===== src/rtl/sawa_pkg.sv =====
`timescale 1ns / 1ps
// Shared types and codes for the stop-and-wait ARQ endpoint.
// No dependencies; imported by every module of the block.
package sawa_pkg;

  typedef enum logic [2:0] {
    CMD_SEND     = 3'd0,
    CMD_RECV     = 3'd1,
    CMD_FRAME    = 3'd2,
    CMD_TIMEOUT  = 3'd3,
    CMD_LINK_ERR = 3'd4
  } cmd_e;

  typedef enum logic [1:0] {
    KIND_DATA    = 2'd0,
    KIND_ACK     = 2'd1,
    KIND_RESET   = 2'd2,
    KIND_UNKNOWN = 2'd3
  } kind_e;

  typedef enum logic [2:0] {
    ACT_TX_DATA   = 3'd0,
    ACT_TX_ACK    = 3'd1,
    ACT_SENT_OK   = 3'd2,
    ACT_SEND_FAIL = 3'd3,
    ACT_RECEIVED  = 3'd4,
    ACT_QUIT      = 3'd5,
    ACT_ERROR     = 3'd6
  } act_e;

  typedef enum logic [1:0] {
    MODE_IDLE = 2'd0,
    MODE_SEND = 2'd1,
    MODE_RECV = 2'd2
  } mode_e;

  localparam int unsigned AttemptW = 4;
  localparam int unsigned CountW   = 11;
  localparam logic [AttemptW-1:0] AttemptsReset = 4'd5;

  typedef struct packed {
    logic [2:0]  command;
    logic [15:0] request_length;
    logic [1:0]  frame_kind;
    logic [7:0]  frame_seq;
    logic [7:0]  frame_ack;
    logic [10:0] frame_length;
  } item_t;

  typedef struct packed {
    logic [2:0]        action;
    logic              seq_bit;
    logic              ack_bit;
    logic [CountW-1:0] byte_count;
    logic              last;
  } result_t;

  // Results of one item: up to two, always written in order.
  typedef struct packed {
    logic    first;
    logic    second;
    result_t r0;
    result_t r1;
  } push_t;

endpackage


===== src/rtl/stop_and_wait_arq_endpoint.sv =====
`timescale 1ns / 1ps
// Top level of the alternating-bit stop-and-wait ARQ endpoint.
// Depends on sawa_pkg, sawa_core and sawa_res_queue.
//
// Usage:
//   Events enter on the s_axis channel: command in tuser, frame header and
//   request length in tdata. Each event yields zero, one or two result
//   transfers on m_axis; tlast marks the final result of an event, and tuser
//   carries the action code.
//   The cfg channel writes max_attempts; cfg_ready is always high. Write it
//   only while no event is in flight.
// Timing:
//   An event is registered on acceptance and decided from the input register
//   once the queue has room; its results are written to the result queue.
//   One event per cycle is sustained while the queue has room; two-result
//   events (in-order data received) take one queue slot more, so a long run
//   of them is limited by the single result per cycle on m_axis.
// Stalls:
//   A four-entry result queue decouples the sides. An event is decided only
//   when two queue slots are free; otherwise it holds in the input register
//   and s_axis_tready drops once that register is occupied.
// Reset:
//   Mode idle, both sequence bits zero, attempt count and held lengths zero,
//   max_attempts 5, queue empty.
module stop_and_wait_arq_endpoint import sawa_pkg::*; #(
  parameter int unsigned PAYLOAD_BYTES = 1024,
  parameter int unsigned HEADER_BYTES  = 4
) (
  input  logic        clk_i,
  input  logic        rst_ni,
  input  logic        s_axis_tvalid,
  output logic        s_axis_tready,
  // [15:0] request_length, [17:16] frame_kind, [25:18] frame_seq,
  // [33:26] frame_ack, [44:34] frame_length, [47:45] zero
  input  logic [47:0] s_axis_tdata,
  // [2:0] command
  input  logic [2:0]  s_axis_tuser,
  output logic        m_axis_tvalid,
  input  logic        m_axis_tready,
  // [0] seq_bit, [1] ack_bit, [12:2] byte_count, [15:13] zero
  output logic [15:0] m_axis_tdata,
  // [2:0] action
  output logic [2:0]  m_axis_tuser,
  output logic        m_axis_tlast,
  input  logic        cfg_valid_i,
  output logic        cfg_ready_o,
  input  logic [3:0]  cfg_data_i
);

  logic    in_valid_q;
  item_t   item_q;
  logic    room, fire;
  push_t   push;
  result_t res;

  assign fire          = in_valid_q && room;
  assign s_axis_tready = !in_valid_q || fire;
  assign cfg_ready_o   = 1'b1;

  always_ff @(posedge clk_i or negedge rst_ni) begin
    if (!rst_ni) begin
      in_valid_q <= 1'b0;
    end else if (s_axis_tready) begin
      in_valid_q <= s_axis_tvalid;
    end
  end

  always_ff @(posedge clk_i) begin
    if (s_axis_tvalid && s_axis_tready) begin
      item_q.command        <= s_axis_tuser;
      item_q.request_length <= s_axis_tdata[15:0];
      item_q.frame_kind     <= s_axis_tdata[17:16];
      item_q.frame_seq      <= s_axis_tdata[25:18];
      item_q.frame_ack      <= s_axis_tdata[33:26];
      item_q.frame_length   <= s_axis_tdata[44:34];
    end
  end

  sawa_core #(
    .PAYLOAD_BYTES (PAYLOAD_BYTES),
    .HEADER_BYTES  (HEADER_BYTES)
  ) u_core (
    .clk_i      (clk_i),
    .rst_ni     (rst_ni),
    .fire_i     (fire),
    .item_i     (item_q),
    .cfg_we_i   (cfg_valid_i && cfg_ready_o),
    .cfg_data_i (cfg_data_i),
    .push_o     (push)
  );

  sawa_res_queue u_queue (
    .clk_i   (clk_i),
    .rst_ni  (rst_ni),
    .push_i  (push),
    .room_o  (room),
    .valid_o (m_axis_tvalid),
    .ready_i (m_axis_tready),
    .data_o  (res)
  );

  assign m_axis_tdata = {3'b0, res.byte_count, res.ack_bit, res.seq_bit};
  assign m_axis_tuser = res.action;
  assign m_axis_tlast = res.last;

endmodule


===== src/rtl/sawa_core.sv =====
`timescale 1ns / 1ps
// Protocol state and per-item decision logic of the ARQ endpoint.
// Depends on sawa_pkg.
module sawa_core import sawa_pkg::*; #(
  parameter int unsigned PAYLOAD_BYTES = 1024,
  parameter int unsigned HEADER_BYTES  = 4
) (
  input  logic                clk_i,
  input  logic                rst_ni,
  input  logic                fire_i,
  input  item_t               item_i,
  input  logic                cfg_we_i,
  input  logic [AttemptW-1:0] cfg_data_i,
  output push_t               push_o
);

  localparam int unsigned LenW = 17;
  localparam logic [LenW-1:0] PayMax = LenW'(PAYLOAD_BYTES);
  localparam logic [LenW-1:0] HdrLen = LenW'(HEADER_BYTES);

  mode_e               mode_q, mode_d;
  logic                send_bit_q, send_bit_d;
  logic                recv_bit_q, recv_bit_d;
  logic [AttemptW-1:0] attempt_q, attempt_d;
  logic [AttemptW-1:0] max_att_q;
  logic [CountW-1:0]   held_pay_q, held_pay_d;
  logic [15:0]         held_buf_q, held_buf_d;

  logic [LenW-1:0] req_ext, req_clip, flen_ext, rx_pay, rx_clip1, rx_clip2;
  logic            sending, receiving;

  assign sending   = (mode_q == MODE_SEND);
  assign receiving = (mode_q == MODE_RECV);
  assign req_ext   = {1'b0, item_i.request_length};
  assign req_clip  = (req_ext > PayMax) ? PayMax : req_ext;
  assign flen_ext  = {6'b0, item_i.frame_length};
  assign rx_pay    = flen_ext - HdrLen;
  assign rx_clip1  = (rx_pay > PayMax) ? PayMax : rx_pay;
  assign rx_clip2  = (rx_clip1 > {1'b0, held_buf_q}) ? {1'b0, held_buf_q} : rx_clip1;

  always_comb begin
    mode_d     = mode_q;
    send_bit_d = send_bit_q;
    recv_bit_d = recv_bit_q;
    attempt_d  = attempt_q;
    held_pay_d = held_pay_q;
    held_buf_d = held_buf_q;
    push_o     = '0;
    case (item_i.command)
      CMD_SEND, CMD_RECV: begin
        if (sending || receiving) begin
          push_o.first     = 1'b1;
          push_o.r0.action = ACT_ERROR;
          push_o.r0.last   = 1'b1;
        end else if (item_i.command == CMD_SEND) begin
          held_pay_d           = req_clip[CountW-1:0];
          attempt_d            = AttemptW'(1);
          mode_d               = MODE_SEND;
          push_o.first         = 1'b1;
          push_o.r0.action     = ACT_TX_DATA;
          push_o.r0.seq_bit    = send_bit_q;
          push_o.r0.ack_bit    = recv_bit_q;
          push_o.r0.byte_count = req_clip[CountW-1:0];
          push_o.r0.last       = 1'b1;
        end else begin
          held_buf_d = item_i.request_length;
          mode_d     = MODE_RECV;
        end
      end
      CMD_FRAME: begin
        if (flen_ext >= HdrLen && (sending || receiving)) begin
          if (item_i.frame_kind == KIND_RESET) begin
            mode_d           = MODE_IDLE;
            push_o.first     = 1'b1;
            push_o.r0.action = ACT_QUIT;
            push_o.r0.last   = 1'b1;
          end else if (sending) begin
            if (item_i.frame_kind == KIND_ACK && item_i.frame_ack == {7'b0, ~send_bit_q}) begin
              send_bit_d           = ~send_bit_q;
              mode_d               = MODE_IDLE;
              push_o.first         = 1'b1;
              push_o.r0.action     = ACT_SENT_OK;
              push_o.r0.byte_count = held_pay_q;
              push_o.r0.last       = 1'b1;
            end
          end else if (item_i.frame_kind == KIND_DATA) begin
            push_o.first      = 1'b1;
            push_o.r0.action  = ACT_TX_ACK;
            if (item_i.frame_seq == {7'b0, recv_bit_q}) begin
              // In order: acknowledge with the flipped bit, then deliver.
              recv_bit_d           = ~recv_bit_q;
              mode_d               = MODE_IDLE;
              push_o.r0.ack_bit    = ~recv_bit_q;
              push_o.second        = 1'b1;
              push_o.r1.action     = ACT_RECEIVED;
              push_o.r1.byte_count = rx_clip2[CountW-1:0];
              push_o.r1.last       = 1'b1;
            end else begin
              push_o.r0.ack_bit = recv_bit_q;
              push_o.r0.last    = 1'b1;
            end
          end
        end
      end
      CMD_TIMEOUT, CMD_LINK_ERR: begin
        if (sending) begin
          push_o.first   = 1'b1;
          push_o.r0.last = 1'b1;
          if (attempt_q < max_att_q) begin
            attempt_d            = attempt_q + AttemptW'(1);
            push_o.r0.action     = ACT_TX_DATA;
            push_o.r0.seq_bit    = send_bit_q;
            push_o.r0.ack_bit    = recv_bit_q;
            push_o.r0.byte_count = held_pay_q;
          end else begin
            mode_d           = MODE_IDLE;
            push_o.r0.action = ACT_SEND_FAIL;
          end
        end else if (receiving && item_i.command == CMD_LINK_ERR) begin
          mode_d           = MODE_IDLE;
          push_o.first     = 1'b1;
          push_o.r0.action = ACT_ERROR;
          push_o.r0.last   = 1'b1;
        end
      end
      default: begin
        // Unused command codes: drop.
      end
    endcase
    if (!fire_i) push_o = '0;
  end

  always_ff @(posedge clk_i or negedge rst_ni) begin
    if (!rst_ni) begin
      mode_q     <= MODE_IDLE;
      send_bit_q <= 1'b0;
      recv_bit_q <= 1'b0;
      attempt_q  <= '0;
      held_pay_q <= '0;
      held_buf_q <= '0;
      max_att_q  <= AttemptsReset;
    end else begin
      if (fire_i) begin
        mode_q     <= mode_d;
        send_bit_q <= send_bit_d;
        recv_bit_q <= recv_bit_d;
        attempt_q  <= attempt_d;
        held_pay_q <= held_pay_d;
        held_buf_q <= held_buf_d;
      end
      if (cfg_we_i) max_att_q <= cfg_data_i;
    end
  end

`ifndef SYNTHESIS
  a_pair_order: assert property (@(posedge clk_i) disable iff (!rst_ni)
    push_o.second |-> push_o.first && push_o.r0.action == ACT_TX_ACK
                      && push_o.r1.action == ACT_RECEIVED && !push_o.r0.last)
    else $error("second result without ack/received pair");
  a_retx_count: assert property (@(posedge clk_i) disable iff (!rst_ni)
    fire_i && sending && push_o.first && push_o.r0.action == ACT_TX_DATA
    |=> attempt_q == $past(attempt_q) + AttemptW'(1))
    else $error("retransmit did not advance attempt count");
  a_sent_flip: assert property (@(posedge clk_i) disable iff (!rst_ni)
    push_o.first && push_o.r0.action == ACT_SENT_OK
    |=> send_bit_q != $past(send_bit_q) && mode_q == MODE_IDLE)
    else $error("completed send did not flip sequence bit");
`endif

endmodule


===== src/rtl/sawa_res_queue.sv =====
`timescale 1ns / 1ps
// Four-entry result queue taking up to two results per cycle.
// Depends on sawa_pkg.
module sawa_res_queue import sawa_pkg::*; (
  input  logic    clk_i,
  input  logic    rst_ni,
  input  push_t   push_i,
  output logic    room_o,
  output logic    valid_o,
  input  logic    ready_i,
  output result_t data_o
);

  localparam int unsigned Depth = 4;
  localparam int unsigned PtrW  = $clog2(Depth);

  result_t         mem_q [Depth];
  logic [PtrW-1:0] wr_ptr_q, rd_ptr_q;
  logic [PtrW:0]   count_q;
  logic            pop;
  logic [1:0]      n_push;

  assign valid_o = (count_q != '0);
  assign data_o  = mem_q[rd_ptr_q];
  assign pop     = valid_o && ready_i;
  assign n_push  = {1'b0, push_i.first} + {1'b0, push_i.second};
  // Room for a whole item's results.
  assign room_o  = (count_q <= (PtrW+1)'(Depth - 2));

  always_ff @(posedge clk_i) begin
    if (push_i.first)  mem_q[wr_ptr_q] <= push_i.r0;
    if (push_i.second) mem_q[wr_ptr_q + PtrW'(1)] <= push_i.r1;
  end

  always_ff @(posedge clk_i or negedge rst_ni) begin
    if (!rst_ni) begin
      wr_ptr_q <= '0;
      rd_ptr_q <= '0;
      count_q  <= '0;
    end else begin
      wr_ptr_q <= wr_ptr_q + PtrW'(n_push);
      if (pop) rd_ptr_q <= rd_ptr_q + PtrW'(1);
      count_q  <= count_q + (PtrW+1)'(n_push) - (PtrW+1)'(pop);
    end
  end

`ifndef SYNTHESIS
  a_no_overflow: assert property (@(posedge clk_i) disable iff (!rst_ni)
    push_i.first |-> count_q <= (PtrW+1)'(Depth - 2))
    else $error("result queue overflow");
  a_count_track: assert property (@(posedge clk_i) disable iff (!rst_ni)
    !push_i.first && pop |=> count_q == $past(count_q) - (PtrW+1)'(1))
    else $error("queue count lost a pop");
  a_ptr_gap: assert property (@(posedge clk_i) disable iff (!rst_ni)
    wr_ptr_q == rd_ptr_q + PtrW'(count_q))
    else $error("queue pointers disagree with count");
`endif

endmodule


===== config.mk =====
export PLATFORM = sky130hd
export DESIGN_NAME = stop_and_wait_arq_endpoint
export DESIGN_NICKNAME = d
export VERILOG_FILES = /design/src/rtl/sawa_pkg.sv /design/src/rtl/stop_and_wait_arq_endpoint.sv /design/src/rtl/sawa_core.sv /design/src/rtl/sawa_res_queue.sv
export SDC_FILE = /design/constraint.sdc
export NUM_CORES = 1
export LEC_CHECK = 0
export ABC_CLOCK_PERIOD_IN_PS = 11100
export BUFFER_PORTS_ARGS = -buffer_cell sky130_fd_sc_hd__buf_2
export CAP_MARGIN = 25
export CORE_AREA = 10 10 148 205
export CTS_CLUSTER_SIZE = 30
export DETAILED_ROUTE_END_ITERATION = 10
export DIE_AREA = 0 0 158 215
export SLEW_MARGIN = 40
export SYNTH_ARGS = -nofsm -noshare
export SYNTH_HDL_FRONTEND = slang
export SYNTH_SLANG_ARGS = --single-unit
export TNS_END_PERCENT = 5

===== constraint.sdc =====
create_clock -name clk_i -period 11.1 [get_ports clk_i]
set_input_delay 0.555 -clock clk_i [delete_from_list [all_inputs] [get_ports clk_i]]
set_output_delay 0.555 -clock clk_i [all_outputs]
set_load 0.02 [all_outputs]

==> metrics.yaml <==
status: "completed"
place_hpwl_um: 13400
synth_ff_type: "edfxtp_1"
critPathCaptureType: "flip-flop"
cts_hold_repair.buffers: 0
fp.coreArea_um2: 26600
wl_per_cell_um: 17.3
synth-seq-cells: 163
finalSetupViolations: 0
yosysSeqAreaShare: 0.574
register_area_um2: 4500
finalWorstSetupSlack_ns: 6.56
vias: 5267
gr-total-overflow: 0
cts-resized-gates: 0
start_util: 0.295
synth_edf_count: 100
dp_slack_ns: 6.60
whs_ns: 0.207
cts_tree: "built"
viasPerCell: 4.97
drt-initial-drc-count: 383
finalCritPeriodShare: 0.409
ir_drop_mv: 0.105
synth_warnings: 0
synth_top_area_cell: "edfxtp_1"
drt-pass1-iter-count: 4
syn_inst: 650
yosys-top-cells-area: "edfxtp_1, dfrtp_1, mux4_2"
cp_data_arrival_time_ns: 4.70
gp_congestion: 0.836
drive_gt1_frac: 0.219
grt.total_usage: 0.111
htree_levels: 4
antenna_found_initial: 0
worst_pin_slew_ns: 0.771
leakage_nw: 3.52
place.port_buffers: 75
postSynthAreaPerCell_um2: 12.1
skew_ns: 0.0111
timing.final.crit_period_ns: 4.54
rows: 71
crit_path_max_fanout: 11
clockBufferDepth: 2
layout.nets: 808
grt_pass1_vias: 5438
p_per_area_nw_per_um2: 227
hold_path_class: "input pin to async pin"
max_freq_ghz: 0.220
fin_tns_setup_ns: 0
crit_start: "item_q[2]"
crit_type: "flip-flop to flip-flop"
drcViolationCount: 0
slew_viol_final: 0
required_ns: 11.26
clock_latency_ns: 0.44
fp.dieW_um: 158
grt_pass1_wl_um: 29500
relSlewSlack: 0.484
path_clk_slew_ns: 0.07
rsz0062_at_grt: "false"
syn_area_um2: 7840
r2r_start: "item_q[2]"
synth_cell_type_count: 65
cap_violations: 0
fp.dieArea_um2: 34000
grt_max_degree: 49
die_h_um: 215
cts_buffers: 17
num_io_pins: 83
syn2layout_area_growth_pct: 15.9
synthArstFlopShare: 0.288
multiInputGateArea_um2: 3060
postCtsSetupBuffers: 0
cts.sinks: 163
diodes: 0
cts_root_buf: "clkbuf_16"
fill_cells: 2615
drtAntennaViolNets: 0
synth_top_area_share: 0.383
finalHoldViolCount: 0
startpoint_type: "flip-flop"
detail_route.wirelength_um: 18300
==> cell usage in the layout, fill, tap and decap left out, drive strengths merged, types with 3 or more instances in the layout <==
cell    instances
or4             3
a21o            3
dfrtp          45
nand2          70
nor3b           3
clkbuf         18
and2            6
o21ai          55
nor3           15
inv            44
xor2            6
xnor2          12
mux4           17
buf            79
nand4           7
nand3          25
nand2b         10
nor4            5
dfxtp          16
o32ai           4
ha             28
clkinv          7
mux2i           9
nor2           26
a22o           19
mux2           18
conb            7
o22ai          17
and3            3
edfxtp        100
a21oi          15
==> final cells by class <==
cell class,instances,area share
Sequential cell,163,0.495
Multi-Input combinational cell,419,0.336
Clock buffer,18,0.0483
Tap cell,328,0.0451
Timing Repair Buffer,79,0.0446
Inverter,39,0.0161
Clock inverter,14,0.0140
==> routing by layer <==
layer  global-route usage  wire length [um]  up-vias
met5                    0                 0        -
met4               0.0563               576        0
met3               0.0220               670       35
met2                0.187              9390      142
met1                0.130              7690     2549
li1                     -                 -     2541
==> state kept, by name, summed over array words and instances (netlist names) <==
name	flops
u_core.attempt_q	4
u_core.held_buf_q	16
u_queue.wr_ptr_q	2
u_core.held_pay_q	11
u_queue.count_q	3
u_core.max_att_q	4
u_queue.rd_ptr_q	2
item_q	48
u_core.recv_bit_q	1
in_valid_q	1
u_core.send_bit_q	1
u_core.mode_q	2
u_queue.mem_q	68
==> critical path, stage by stage (launching register included) <==
cell and delay (ns):
edfxtp_1 0.47, inv_1 0.10, ha_1 0.19, or3b_1 0.46
a21o_1 0.20, a21oi_2 0.22, a21boi_2 0.30, nor2_1 0.11
ha_1 0.30, a211oi_1 0.24, o221ai_1 0.15, a21oi_1 0.16
o211ai_1 0.10, nand3_1 0.55, mux2i_1 0.54, o22ai_1 0.17
==> metrics by stage <==
stage | area [um^2] | power (mW) | utilization | std cells
2_1_floorplan | 7860 | 1.32 | - | 655
3_3_place_gp | 8500 | 1.51 | 0.320 | 1027
3_5_place_dp | 8520 | 1.52 | 0.321 | 1028
4_1_cts | 9090 | 2.09 | 0.342 | 1060
5_1_grt | 9090 | 2.19 | 0.342 | 1060
6_report | 9090 | 2.06 | 0.342 | 1060
==> power breakdown <==
part / internal [mW] / switching (mW) / total [mW] / leakage [nW]
Combinational: 0.256 / 0.373 / 0.629 / 1.59
Sequential: 0.768 / 0.0992 / 0.867 / 1.65
Clock: 0.317 / 0.249 / 0.566 / 0.278
==> logic make-up after synthesis <==
family | count (synthesis) | synth area share
AO/OA/AOI/OAI | 138 | 0.116
XOR/XNOR | 18 | 0.0201
adder cells (fa/ha/maj) | 29 | 0.0472
buffers and inverters | 73 | 0.0397
flip-flops | 163 | 0.574
multiplexers | 44 | 0.0862
other | 2 | 0.000958
AND/OR/NAND/NOR | 183 | 0.116
==> worst paths after layout <==
path                                   endpoint  slack [ns]  cells past startpoint
setup reg to reg            u_queue.mem_q[0][2]        6.56                     15
min in group clk_i                   item_q[24]        0.29                      1
max in group asynchronous   u_queue.rd_ptr_q[1]       10.46                      2
hold / removal                       in_valid_q        0.21                      2
setup / recovery            u_queue.mem_q[0][2]        6.56                     15
hold reg to reg            u_queue.mem_q[2][12]        0.46                      2
==> synth_stat cells (all sizes together) (10+ instances only) <==
cell type	instances
nand2b	10
xnor2	12
a22o	19
inv	39
dfrtp	45
clkbuf	16
mux4	17
nand3	25
buf	18
o22ai	17
ha	28
edfxtp	100
nand2	70
dfxtp	16
o21ai	55
nor3	15
nor2	26
mux2	18
a21oi	15
No activity file was read; power rests on OpenSTA's default activity.
